==> src/bbt_pkg.sv <==
package bbt_pkg;

  localparam int MAX_WINDOW = 256;
  localparam int PRICE_BITS = 24;
  localparam int SLOT_W     = $clog2(MAX_WINDOW);
  localparam int PER_W      = 9;
  localparam int BW_W       = 8;
  localparam int SUM_W      = 32;
  localparam int SQ_W       = 56;
  localparam int MID_W      = 32;
  localparam int BAND_W     = 41;
  localparam int OFF_W      = 36;
  localparam int SIG_W      = 3;
  localparam int CFG_IDX_W  = 2;
  localparam int CFG_DATA_W = 9;

  localparam int DIV_W      = 64;
  localparam int DIV_RW     = 17;
  localparam int DIV_CNT_W  = $clog2(DIV_W);

  localparam int ROOT_W     = 32;
  localparam int ROOT_RW    = 34;
  localparam int ROOT_CNT_W = $clog2(ROOT_W);

  localparam logic [CFG_IDX_W-1:0] REG_PERIOD = 2'd0;
  localparam logic [CFG_IDX_W-1:0] REG_BANDW  = 2'd1;

  typedef enum logic [SIG_W-1:0] {
    SIG_NONE       = 3'd0,
    SIG_OVERBOUGHT = 3'd1,
    SIG_OVERSOLD   = 3'd2,
    SIG_BULLISH    = 3'd3,
    SIG_BEARISH    = 3'd4
  } signal_e;

  typedef enum logic [3:0] {
    S_IDLE,
    S_SQ_NEW,
    S_SQ_OLD,
    S_SQ_DROP,
    S_MUL_HI,
    S_MUL_LO,
    S_DIV_GO,
    S_DIV_WAIT,
    S_ROOT_WAIT,
    S_SCALE,
    S_EMIT
  } state_e;

endpackage

==> src/bbt_serial_sqrt.sv <==
module bbt_serial_sqrt (
  input  logic                       clk_i,
  input  logic                       rst_ni,
  input  logic                       start_i,
  input  logic [bbt_pkg::DIV_W-1:0]  radicand_i,
  output logic [bbt_pkg::ROOT_W-1:0] root_o,
  output logic                       done_o
);

  logic                           busy_q;
  logic                           done_q;
  logic [bbt_pkg::ROOT_CNT_W-1:0] cnt_q;
  logic [bbt_pkg::ROOT_RW-1:0]    rem_q;
  logic [bbt_pkg::DIV_W-1:0]      x_q;
  logic [bbt_pkg::ROOT_W-1:0]     root_q;
  logic [bbt_pkg::ROOT_RW+1:0]    trial;
  logic [bbt_pkg::ROOT_RW+1:0]    sub;
  logic [bbt_pkg::ROOT_RW+1:0]    diff;
  logic                           ge;

  always_comb begin
    trial = {rem_q, x_q[bbt_pkg::DIV_W-1 -: 2]};
    sub   = {2'b00, root_q, 2'b01};
    ge    = trial >= sub;
    diff  = trial - sub;
  end

  always_ff @(posedge clk_i or negedge rst_ni) begin
    if (!rst_ni) begin
      busy_q <= 1'b0;
      done_q <= 1'b0;
      cnt_q  <= '0;
    end else begin
      done_q <= 1'b0;
      if (start_i) begin
        busy_q <= 1'b1;
        cnt_q  <= '1;
      end else if (busy_q) begin
        cnt_q <= cnt_q - 1'b1;
        if (cnt_q == '0) begin
          busy_q <= 1'b0;
          done_q <= 1'b1;
        end
      end
    end
  end

  always_ff @(posedge clk_i) begin
    if (start_i) begin
      rem_q  <= '0;
      x_q    <= radicand_i;
      root_q <= '0;
    end else if (busy_q) begin
      rem_q  <= ge ? diff[bbt_pkg::ROOT_RW-1:0] : trial[bbt_pkg::ROOT_RW-1:0];
      x_q    <= {x_q[bbt_pkg::DIV_W-3:0], 2'b00};
      root_q <= {root_q[bbt_pkg::ROOT_W-2:0], ge};
    end
  end

  assign root_o = root_q;
  assign done_o = done_q;

endmodule

==> config.mk <==
export PLATFORM = sky130hd
export DESIGN_NAME = bbt_serial_sqrt
export DESIGN_NICKNAME = d
export VERILOG_FILES = /design/src/bbt_pkg.sv /design/src/bbt_serial_sqrt.sv
export SDC_FILE = /design/constraint.sdc
export NUM_CORES = 1
export LEC_CHECK = 0
export BUFFER_PORTS_ARGS = -buffer_cell sky130_fd_sc_hd__buf_2
export CORE_ASPECT_RATIO = 0.75
export CORE_UTILIZATION = 55
export DETAILED_ROUTE_END_ITERATION = 6
export PLACE_DENSITY = 0.86
export SKIP_CTS_REPAIR_TIMING = 1
export SYNTH_ARGS = -nofsm -noshare
export SYNTH_HDL_FRONTEND = slang
export SYNTH_SLANG_ARGS = --single-unit
==> constraint.sdc <==
create_clock -name clk_i -period 8.96 [get_ports clk_i]
set_clock_uncertainty 0.2 [all_clocks]
set_input_delay 0 -clock clk_i [delete_from_list [all_inputs] [get_ports clk_i]]
set_output_delay 0 -clock clk_i [all_outputs]
set_load 0.05 [all_outputs]
==> results by group <==
Drt
  – Drt total wl: about 18,000 um
  – Via count: approximately 6,300
  – Vias per inst: 5.78
  – 1st-pass router iterations: 7
  – WL/cell: ~17 um
  – DRC viols: 3
  – Post-route ant nets: 0
  – Starting DRC count in detailed routing: between 500 and 600

Logic synthesis
  – Post-Synthesis Cells: between 700 and 800
  – Synth warnings: 0
  – Sequential area share after synthesis: between 40% and 50%
  – Syn Nets: 853
  – Most used DFF post-synth: dfxtp_1
  – Asr flop ratio synth: between 5 and 6%
  – Library cells used by synthesis: 67
  – Mean Syn Cell Area: between 10 and 15 um2
  – Cell Area, Synth: 0.00766 mm2
  – Flops & latches, synth: roughly 140
  – Post-synth EDFFs: 64

Clock network
  – TritonCTS Buffers: 17
  – H-tree level count: 4
  – Clk sinks: around 140
  – CTS tree: yes
  – Clock latency on the worst-skew pair: between 400 and 500 ps
  – Deepest clock path buffer count: 2
  – Clock slew at reported path FFs: around 70 ps
  – Root Buffer: clkbuf_16

Timing
  – Worst Max-Slew Pin Slew: 860 ps
  – Min Clock Period, post-route: roughly 3600 ps
  – RSZ-0062 raised after global routing: false
  – Max-slew violation count: 0
  – Setup tns final: 0 ps
  – Max-slew headroom: ~43%
  – Min Hold Slack: about 200 ps
  – Final worst slack: approximately 5300 ps
  – Fmax: roughly 0.28 GHz
  – Period utilization: about two fifths
  – Final setup violation count: 0
  – Final hold violations: 0

Setup path
  – R2R depth: 11
  – CP Launch Type: register
  – CP Class: register to register
  – Req. time, crit path: ~9000 ps
  – RR Startpoint: root_o[21]
  – R2R setup slack: 5350 ps
  – Setup crit end kind: register
  – Max FO, Critical Path: 34
  – Arrival time at the worst endpoint: 3680 ps
  – Reg2reg end: rem_q[24]

Pwr
  – Worst VDD drop: about 0.00025 V
  – Leak: ~4.1 nW
  – Total power draw: 0.00289 W
  – PD cells: about 310 mW/mm2

Place
  – Port bufs: 99
  – Place WS: approximately 5500 ps
  – RePlAce Congestion: 0.877
  – DP HPWL: between 10,000 and 15,000 um

Global routing
  – GRT overflow: 0
  – Largest net degree at the start of global routing: approximately 70
  – Antenna violations before repair: 0
  – Vias in the first global route: between 5,000 and 6,000
  – First-pass GRT wire length: ~28,000 um
  – GRT Total Usage: roughly a quarter

Finish
  – Fill count: ~950
  – Synth-to-layout area growth: 22.6%
  – Ant. Diodes: 0
  – Share of cells above drive strength 1: 24.1%
  – Nets: ~1,000
  – Most frequent cells in the layout: buf_2 (98), nor2_1 (77), dlygate4sd3_1 (67)
  – Commonest non-fill, non-tap cell in the layout: buf_2

Job
  – MaxCap Viol Count: 0

Worst hold path
  – Hold crit path type: primary input to register
  – Hold Crit Start: radicand_i[1]
  – Worst Hold End: x_q[1]
  – Hold path depth: 3

Floorplan
  – Die area: 0.0144 mm2
  – Chip width: 138 um
  – Row cnt: 36
  – Top Ports: 100
  – Die Ht: 104 um
  – Core area: between 0.01 and 0.015 mm2
  – Initial Util: approximately 58%

Run status
  – Outcome: finished, violations left
  – Failing checks: design-rule violations
-- area by class of cell --
type                            count  area, um2  area share [%]
Multi-Input combinational cell    527       3820            40.7
Sequential cell                   137       3420            36.4
Timing Repair Buffer              171       1210            12.8
Clock buffer                       17        425            4.53
Tap cell                          171        214            2.28
Inverter                           45        169            1.80
Clock inverter                     15        131            1.40
-- report_power, final --
group          internal, W  total (W)  switching (W)
combinational     0.000583    0.00141       0.000823
clock             0.000364   0.000669       0.000305
sequential        0.000752   0.000813      0.0000608
-- how the worst max path moves through the flow --
stage | start | end | slack (ps) | cells after the start
global route | root_o[5] | rem_q[24] | 5140 | 11
floorplan | root_o[12] | rem_q[26] | 5870 | 11
global placement | root_o[21] | rem_q[24] | 5590 | 11
detailed placement | root_o[21] | rem_q[24] | 5450 | 11
finish | root_o[21] | rem_q[24] | 5350 | 11
CTS | root_o[21] | rem_q[24] | 5420 | 11
-- cell usage after synthesis, drive strengths merged, types with 10 or more instances --
cell type | number | area share (%)
a211oi | 12 | 1.4
a21oi | 49 | 3.4
a311oi | 11 | 1.3
buf | 15 | 1.3
clkbuf | 26 | 1.9
dfxtp | 66 | 17
edfxtp | 64 | 25
ha | 36 | 5.9
inv | 45 | 2.2
mux2 | 64 | 9.5
mux2i | 39 | 5.1
nand2 | 57 | 2.9
nand3 | 14 | 0.91
nand4 | 13 | 1.1
nor2 | 77 | 3.8
nor3 | 10 | 0.72
o21ai | 34 | 2.3
o21bai | 10 | 0.98
xnor2 | 17 | 1.9
xor2 | 11 | 1.3
-- metal layers --
metal | vias to the layer above | GRT usage (%) | share of wire [%]
met4 | 0 | 9.55 | 1.5
met2 | 216 | 36.1 | 46
met1 | 2990 | 34.7 | 46
li1 | 3022 | - | -
met5 | - | 0 | 0
met3 | 30 | 4.70 | 6.6
-- state kept, by name, summed over array words and instances (netlist names) --
register,flops
busy_q,1
cnt_q,5
done_o,1
rem_q,34
root_o,32
x_q,64
-- critical path, cell delays in order (launching register included) --
cell and delay, ps:
dfxtp_1 360, inv_1 60, ha_1 380, a21oi_1 250
o21ai_0 160, o41ai_1 360, nand4_1 190, o21ai_2 570
buf_4 460, nor2_1 70, a221oi_1 260, a211oi_1 110
-- kinds of logic after synthesis --
group                      share of synthesized area, %
DFF                                                44.6
and+or+nand+nor                                    11.7
AOI/OAI and AO/OA                                  14.6
adders and majority gates                          5.88
muxes                                              14.6
buffers and inverters                              5.46
xor gates and xnor gates                           3.20
-- stage by stage --
| step | area (um2) | cells | utilization, % |
|---|---|---|---|
| 3_3_place_gp | 8160 | 984 | 61.4 |
| 5_1_grt | 9390 | 1083 | 70.7 |
| 6_report | 9390 | 1083 | 70.7 |
| 3_5_place_dp | 8160 | 984 | 61.4 |
| 4_1_cts | 8720 | 1016 | 65.6 |
| 2_1_floorplan | 7660 | 750 | - |
Note: power is estimated with default switching activity, not from simulation.
