--- config.mk ---
export PLATFORM = sky130hd
export DESIGN_NAME = bbt_serial_div
export DESIGN_NICKNAME = d
export VERILOG_FILES = /design/src/bbt_pkg.sv /design/src/bbt_serial_div.sv
export SDC_FILE = /design/constraint.sdc
export NUM_CORES = 1
export LEC_CHECK = 0
export BUFFER_PORTS_ARGS = -buffer_cell sky130_fd_sc_hd__clkbuf_2
export CAP_MARGIN = 20
export CORE_ASPECT_RATIO = 2
export CORE_MARGIN = 2
export CORE_UTILIZATION = 35
export DETAILED_ROUTE_END_ITERATION = 7
export HOLD_SLACK_MARGIN = 0.1
export PLACE_DENSITY = 0.67
export SYNTH_ARGS = -nofsm -noshare
export SYNTH_HDL_FRONTEND = slang
export SYNTH_SLANG_ARGS = --single-unit
--- constraint.sdc ---
create_clock -name clk_i -period 3.5 [get_ports clk_i]
set_input_delay 0.525 -clock clk_i [delete_from_list [all_inputs] [get_ports clk_i]]
set_output_delay 0.525 -clock clk_i [all_outputs]
set_load 0.05 [all_outputs]
--- src/bbt_pkg.sv ---
package bbt_pkg;

  localparam int MAX_WINDOW = 256;
  localparam int PRICE_BITS = 24;
  localparam int SLOT_W     = $clog2(MAX_WINDOW);
  localparam int PER_W      = 9;
  localparam int BW_W       = 8;
  localparam int SUM_W      = 32;
  localparam int SQ_W       = 56;
  localparam int MID_W      = 32;
  localparam int BAND_W     = 41;
  localparam int OFF_W      = 36;
  localparam int SIG_W      = 3;
  localparam int CFG_IDX_W  = 2;
  localparam int CFG_DATA_W = 9;

  localparam int DIV_W      = 64;
  localparam int DIV_RW     = 17;
  localparam int DIV_CNT_W  = $clog2(DIV_W);

  localparam int ROOT_W     = 32;
  localparam int ROOT_RW    = 34;
  localparam int ROOT_CNT_W = $clog2(ROOT_W);

  localparam logic [CFG_IDX_W-1:0] REG_PERIOD = 2'd0;
  localparam logic [CFG_IDX_W-1:0] REG_BANDW  = 2'd1;

  typedef enum logic [SIG_W-1:0] {
    SIG_NONE       = 3'd0,
    SIG_OVERBOUGHT = 3'd1,
    SIG_OVERSOLD   = 3'd2,
    SIG_BULLISH    = 3'd3,
    SIG_BEARISH    = 3'd4
  } signal_e;

  typedef enum logic [3:0] {
    S_IDLE,
    S_SQ_NEW,
    S_SQ_OLD,
    S_SQ_DROP,
    S_MUL_HI,
    S_MUL_LO,
    S_DIV_GO,
    S_DIV_WAIT,
    S_ROOT_WAIT,
    S_SCALE,
    S_EMIT
  } state_e;

endpackage

--- src/bbt_serial_div.sv ---
module bbt_serial_div (
  input  logic                       clk_i,
  input  logic                       rst_ni,
  input  logic                       start_i,
  input  logic [bbt_pkg::DIV_RW-1:0] rem_init_i,
  input  logic [bbt_pkg::DIV_W-1:0]  dividend_i,
  input  logic [bbt_pkg::DIV_RW-1:0] divisor_i,
  output logic [bbt_pkg::DIV_W-1:0]  quotient_o,
  output logic                       done_o
);

  logic                          busy_q;
  logic                          done_q;
  logic [bbt_pkg::DIV_CNT_W-1:0] cnt_q;
  logic [bbt_pkg::DIV_RW-1:0]    rem_q;
  logic [bbt_pkg::DIV_W-1:0]     q_q;
  logic [bbt_pkg::DIV_RW-1:0]    div_q;
  logic [bbt_pkg::DIV_RW:0]      trial;
  logic [bbt_pkg::DIV_RW:0]      diff;
  logic                          ge;

  always_comb begin
    trial = {rem_q, q_q[bbt_pkg::DIV_W-1]};
    ge    = trial >= {1'b0, div_q};
    diff  = trial - {1'b0, div_q};
  end

  always_ff @(posedge clk_i or negedge rst_ni) begin
    if (!rst_ni) begin
      busy_q <= 1'b0;
      done_q <= 1'b0;
      cnt_q  <= '0;
    end else begin
      done_q <= 1'b0;
      if (start_i) begin
        busy_q <= 1'b1;
        cnt_q  <= '1;
      end else if (busy_q) begin
        cnt_q <= cnt_q - 1'b1;
        if (cnt_q == '0) begin
          busy_q <= 1'b0;
          done_q <= 1'b1;
        end
      end
    end
  end

  always_ff @(posedge clk_i) begin
    if (start_i) begin
      rem_q <= rem_init_i;
      q_q   <= dividend_i;
      div_q <= divisor_i;
    end else if (busy_q) begin
      rem_q <= ge ? diff[bbt_pkg::DIV_RW-1:0] : trial[bbt_pkg::DIV_RW-1:0];
      q_q   <= {q_q[bbt_pkg::DIV_W-2:0], ge};
    end
  end

  assign quotient_o = q_q;
  assign done_o     = done_q;

endmodule

==> impl_metrics.ini, run 1 <==
[status]
outcome = finished, final reports clean

[final_layout]
final_cell_mix = clkbuf_2 (164), edfxtp_1 (98), mux2_2 (66)
final_util_pct = 44.4
layout.nets = 687
design_area_um2 = 6760
drive_above_1_share_pct = 45.4
syn_to_final_growth_pct = 25.6
layout_commonest_cell = clkbuf_2
num-fill-cells = 1426
diodes = 0

[pwr]
intPower_uw = 2930
swShare_pct = 36.7
clockPowerShare_pct = 23.0
power_leakage_uw = 0.00291
max-vdd-ir-drop_uv = 250
p_seq_share_pct = 38.2
power_density_nw_per_um2 = 684
p_sw_uw = 1700
pwr-share-comb_pct = 38.8

[route]
initialDrtViolationCount = 200
via_count = 3831
ant_nets = 0
first_pass_iters = 6
wl_per_cell_um = 16.2
drc = 0
wl_mm = 12.4
vias_per_cell = 4.98

[logic_synthesis]
ys_ff_latch = 106
synth_area_um2 = 5390
synth.yosys.warnings = 0
yosysUniqueCellTypes = 46
syn-num-nets = 522
synth_edf_count = 98
synthArstFlopShare_pct = 7.55
syn_inst = 401
synthFlopType = edfxtp_1
seq_area_frac_synth_pct = 58.4
avgSynthCellArea_um2 = 13.4

[floorplanning]
dieArea_um2 = 16500
std_cell_rows = 64
initial_core_util_pct = 35.4
dieWidth_um = 91.7
ios = 166
fp.dieH_um = 179
core-area_um2 = 15200

[worst_setup_path]
crit_path_start_kind = flop
slowest_delay_ns = 0.41
reg2reg_depth = 12
startpoint = quotient_o[63]
crit_buf_inv = 3
cp_max_fo = 12
worstPathCellList = inv_1, ha_1, inv_1, fa_1, a21o_1, a221o_1, nand4_2, nand3_4, a21boi_4, buf_4, mux2i_1, mux2_2
crit_arrival_ns = 3.16
cp_top_family = compound AO/OA/AOI/OAI gates
worstPathRequired_ns = 3.60
endpoint = rem_q[0]
cp-end-kind = flop
ff2ff_setup_slack_ns = 0.45
crit_path_top_delay_cell = fa_1
path_class = flop to flop
critPathMostFrequentCell = inv_1
timing.rr.end = rem_q[0]
cp.depth = 12
timing.rr.start = quotient_o[63]

[clock_tree]
cts_resized = 0
cts_max_path_buffers = 2
numCtsBuffers = 9
cts.sinks = 106
postCtsSetupBuffers = 0
cts_max_level = 3
tritoncts = built
cts-root-buf = clkbuf_16
clkTransAtPathRegs_ns = 0.08
clock_latency_ns = 0.35

[sta]
max_freq_mhz = 327
final_hold_viol_count = 0
slew_headroom_pct = 60.0
final_max_slew_viol_count = 0
setup_viol = 0
post-route-min-period_ns = 3.05
tns_ns = 0
worst_slew_pin_slew_ns = 0.600
fin_crit_sh_pct = 87.3
timing.final.ws_setup_ns = 0.445
rsz0062_at_grt = false
finClkSkew_ns = 0.00830

[placement]
place_ws_ns = 0.455
numPortBuffers = 165
gp_congestion = 0.857
placed_area_um2 = 6440
dpl.hpwl_mm = 9.34

[grt]
antenna_found_initial = 0
grt_max_degree = 89
grt_pass1_vias = 4128
grt_pass1_wl_mm = 19.7
grtUsageTotal_pct = 15.2
overflow = 0

[worst_hold_path]
hp-class = input port to flop

[flow_run]
cap_violations = 0
logic make-up (layout without fill, tap and decap cells):
group	Yosys count	count (layout)	share of synthesized area (%)
buffers and inverters	42	212	3.28
AOI/OAI and AO/OA	54	54	6.95
and+or+nand+nor	86	86	8.23
xor gates and xnor gates	18	18	2.93
DFF	106	106	58.4
muxes	75	75	15.5
adders and majority gates	20	20	4.79
synth_stat cells, types with 6 or more instances:
master     n  area share [%]
nand2_1   27             1.9
mux2i_1    9             1.7
buf_1      8            0.56
nor3_1     8            0.74
inv_1     26             1.8
nand2b_1   7            0.81
xnor2_1    6            0.98
dfrtp_1    8             3.7
ha_1      19             4.4
nor2b_1    6            0.70
nand3_1    9            0.84
mux2_2    66              14
a21oi_1   12             1.1
xor2_1    12             2.0
nor2_1    15             1.0
o21ai_0    8            0.74
edfxtp_1  98              55
metrics by stage:
stage          power [µW]  instances  hold slack, ns
6_report             4630        769           0.344
5_1_grt              4880        769           0.323
4_1_cts              4670        769           0.326
3_5_place_dp         3590        752           0.390
3_3_place_gp         3540        752           0.381
2_1_floorplan        3160        401           0.229
worst register-to-register path, cell delays in order, from the launching register on:
cell	delay, ns
edfxtp_1	0.39
inv_1	0.09
ha_1	0.16
inv_1	0.05
fa_1	0.41
a21o_1	0.22
a221o_1	0.39
nand4_2	0.15
nand3_4	0.10
a21boi_4	0.22
buf_4	0.25
mux2i_1	0.10
mux2_2	0.27
registers in the layout, summed over array words and instances (netlist names):
register,flops
quotient_o,64
rem_q,17
done_o,1
busy_q,1
div_q,17
cnt_q,6
metal layers:
metal	GRT usage (%)	share of wire, %	up-vias
met1	14.9	34	1860
met4	8.78	4.2	0
li1	-	-	1821
met2	28.6	57	120
met5	0	0	-
met3	3.35	4.4	30
final cells by class:
cell class                      instances  area, µm²  share of cell area, %
Sequential cell                       106       3140                   46.5
Multi-Input combinational cell        253       2070                   30.5
Timing Repair Buffer                  170        893                   13.2
Tap cell                              198        248                   3.66
Clock buffer                           10        239                   3.53
Inverter                               26       98.8                   1.46
Clock inverter                          6       75.1                   1.11
worst min path at each step:
stage,depth (start not counted),end,slack [ns],start
after floorplan,0,busy_q,0.23,rst_ni
after global placement,1,done_o,0.38,rst_ni
after detailed placement,1,done_o,0.39,rst_ni
after CTS,1,div_q[11],0.33,divisor_i[11]
after global routing,1,div_q[11],0.32,divisor_i[11]
final,1,div_q[11],0.34,divisor_i[11]
power by group through the flow:
stage               sequential (µW)  clock [µW]  combinational, µW
floorplan                      2060           0               1100
global placement               1780           0               1750
detailed placement             1790           0               1790
CTS                            1770        1100               1800
global route                   1790        1140               1940
finish                         1770        1070               1800
timing repair:
item | CTS | global route
endpoints found under the hold margin | 8 | 0
endpoints found under the setup margin | 0 | 0
hold buffers | 1 | 0
Note: power is estimated with default switching activity, not from simulation.
==> inputs of run 2 (changes only) <==
Settings changed: CORE_MARGIN 2 to default, CORE_UTILIZATION 35 to 42, PLACE_DENSITY 0.67 to 0.77.
==> run 2 against run 1 <==
Net effect:
- clock power down 8%
- sequential power about the same
- critical path depth unchanged
- hold slack better by 0.011 ns
- core utilization up 8.7 points
- count of clock-buffer cells in the layout down 1
- cell count down 6.1%
- routed wire length down 2.8%
- non-clock buffer count up 1
- largest cell class unchanged
==> impl_metrics.ini, run 2 (synthesis results as in run 1) <==
[route]
vias_per_cell = 5.31
via_count = 3834
drc = 0
ant_nets = 0
wl_mm = 12.1
wl_per_cell_um = 16.8
initialDrtViolationCount = 189
first_pass_iters = 4

[sta]
tns_ns = 0
final_hold_viol_count = 0
fin_crit_sh_pct = 85.9
finClkSkew_ns = 0.00852
rsz0062_at_grt = false
setup_viol = 0
slew_headroom_pct = 63.9
final_max_slew_viol_count = 0
post-route-min-period_ns = 3.00
max_freq_mhz = 333
hold-worst-slack_ns = 0.355
worst_slew_pin_slew_ns = 0.542

[pwr]
power_leakage_uw = 0.00290
max-vdd-ir-drop_uv = 338
fin_total_pwr_uw = 4550
power_density_nw_per_um2 = 682

[grt]
overflow = 0
grt_max_degree = 87
grt_pass1_wl_mm = 19.0
grtUsageTotal_pct = 19.1
grt_pass1_vias = 4139
antenna_found_initial = 0

[final_layout]
seq_area_um2 = 3140
final_util_pct = 53.1
final_cell_mix = clkbuf_2 (164), edfxtp_1 (98), mux2_2 (66)
final-instance-count-excl-fill = 722
layout_commonest_cell = clkbuf_2
diodes = 0
drive_above_1_share_pct = 45.5
num-fill-cells = 1116
multi_input_area_um2 = 2070
syn_to_final_growth_pct = 23.9
largest_reg_flops = 64
layout.nets = 688

[placement]
numPortBuffers = 165
gp_congestion = 0.918
dp.cells = 705
dpl.hpwl_mm = 9.20

[clock_tree]
cts-root-buf = clkbuf_16
ctsHoldBuffers = 1
postCtsSetupBuffers = 0
clkTransAtPathRegs_ns = 0.08
cts_max_path_buffers = 2
cts.sinks = 106
numCtsBuffers = 9
clock_latency_ns = 0.34
cts_max_level = 3
tritoncts = built
cts_resized = 0

[worst_setup_path]
path_class = flop to flop
crit_path_top_delay_cell = edfxtp_1
worstPathCellList = inv_1, ha_1, inv_1, fa_1, a21o_1, a221o_1, nand4_2, nand3_4, a21boi_4, buf_4, mux2i_1, mux2_2
slowest_delay_ns = 0.39
endpoint = rem_q[0]
ff2ff_setup_slack_ns = 0.50
reg2reg_depth = 12
worstPathRequired_ns = 3.60
critPathMostFrequentCell = inv_1
cp-end-kind = flop
cp_max_fo = 12
crit_path_start_kind = flop
timing.rr.end = rem_q[0]
timing.rr.start = quotient_o[63]
crit_arrival_ns = 3.10
startpoint = quotient_o[63]

[worst_hold_path]
hp-class = input port to flop

[floorplanning]
dieWidth_um = 82.1
dieArea_um2 = 13300
ios = 166
std_cell_rows = 58
initial_core_util_pct = 42.9
fp.dieH_um = 162
core-area_um2 = 12600

[flow_run]
cap_violations = 0

[status]
outcome = finished, final reports clean
[run 2: cell count changes in the layout (fill, tap and decap cells not counted), sizes merged]
cell | previous run | this run
buf | 5 | 6
bufinv | 1 | 0
clkbuf | 174 | 173
clkinv | 4 | 3
inv | 26 | 29
[run 2: area by class of cell]
type                       count  area share (%)
clock buffer                   9            3.38
inverter                      26            1.48
multi-input combinational    253            31.0
sequential                   106            47.1
tap                          150            2.81
clock inverter                 7           0.919
timing repair buffer         171            13.3
[run 2: how the worst min path moves through the flow]
stage | endpoint | cells past startpoint | from | slack (ns)
6_report | div_q[13] | 1 | divisor_i[13] | 0.35
5_1_grt | div_q[15] | 1 | divisor_i[15] | 0.34
4_1_cts | div_q[16] | 1 | divisor_i[16] | 0.34
3_5_place_dp | done_o | 1 | rst_ni | 0.39
3_3_place_gp | done_o | 1 | rst_ni | 0.37
2_1_floorplan | busy_q | 0 | rst_ni | 0.23
[run 2: worst max-delay path, delay by kind of cell (launching register included)]
kind	cells	cell delay (ns)
buffers and inverters	3	0.39
DFF	1	0.39
muxes	2	0.37
and+or+nand+nor	2	0.25
adders and majority gates	2	0.54
AOI/OAI and AO/OA	3	0.81
[run 2: report_power, final]
group          switching, µW  internal [µW]  total (µW)  leakage [µW]
clock                    490            499         989      0.000140
combinational           1090            702        1800       0.00165
sequential               123           1640        1760       0.00111
[run 2: metal layers]
metal	track usage (%)	part of all wire (%)	vias up
li1	-	-	1826
met1	19.0	34	1821
met2	33.8	55	143
met3	4.83	5.3	44
met4	12.1	5.6	0
met5	0	0	-
[run 2: per-stage QoR]
step / worst slack (ns) / instance area (µm²)
after global placement: 0.540 / 6370
after global routing: 0.337 / 6670
after floorplan: 0.301 / 5390
final: 0.495 / 6670
after CTS: 0.490 / 6670
after detailed placement: 0.493 / 6370
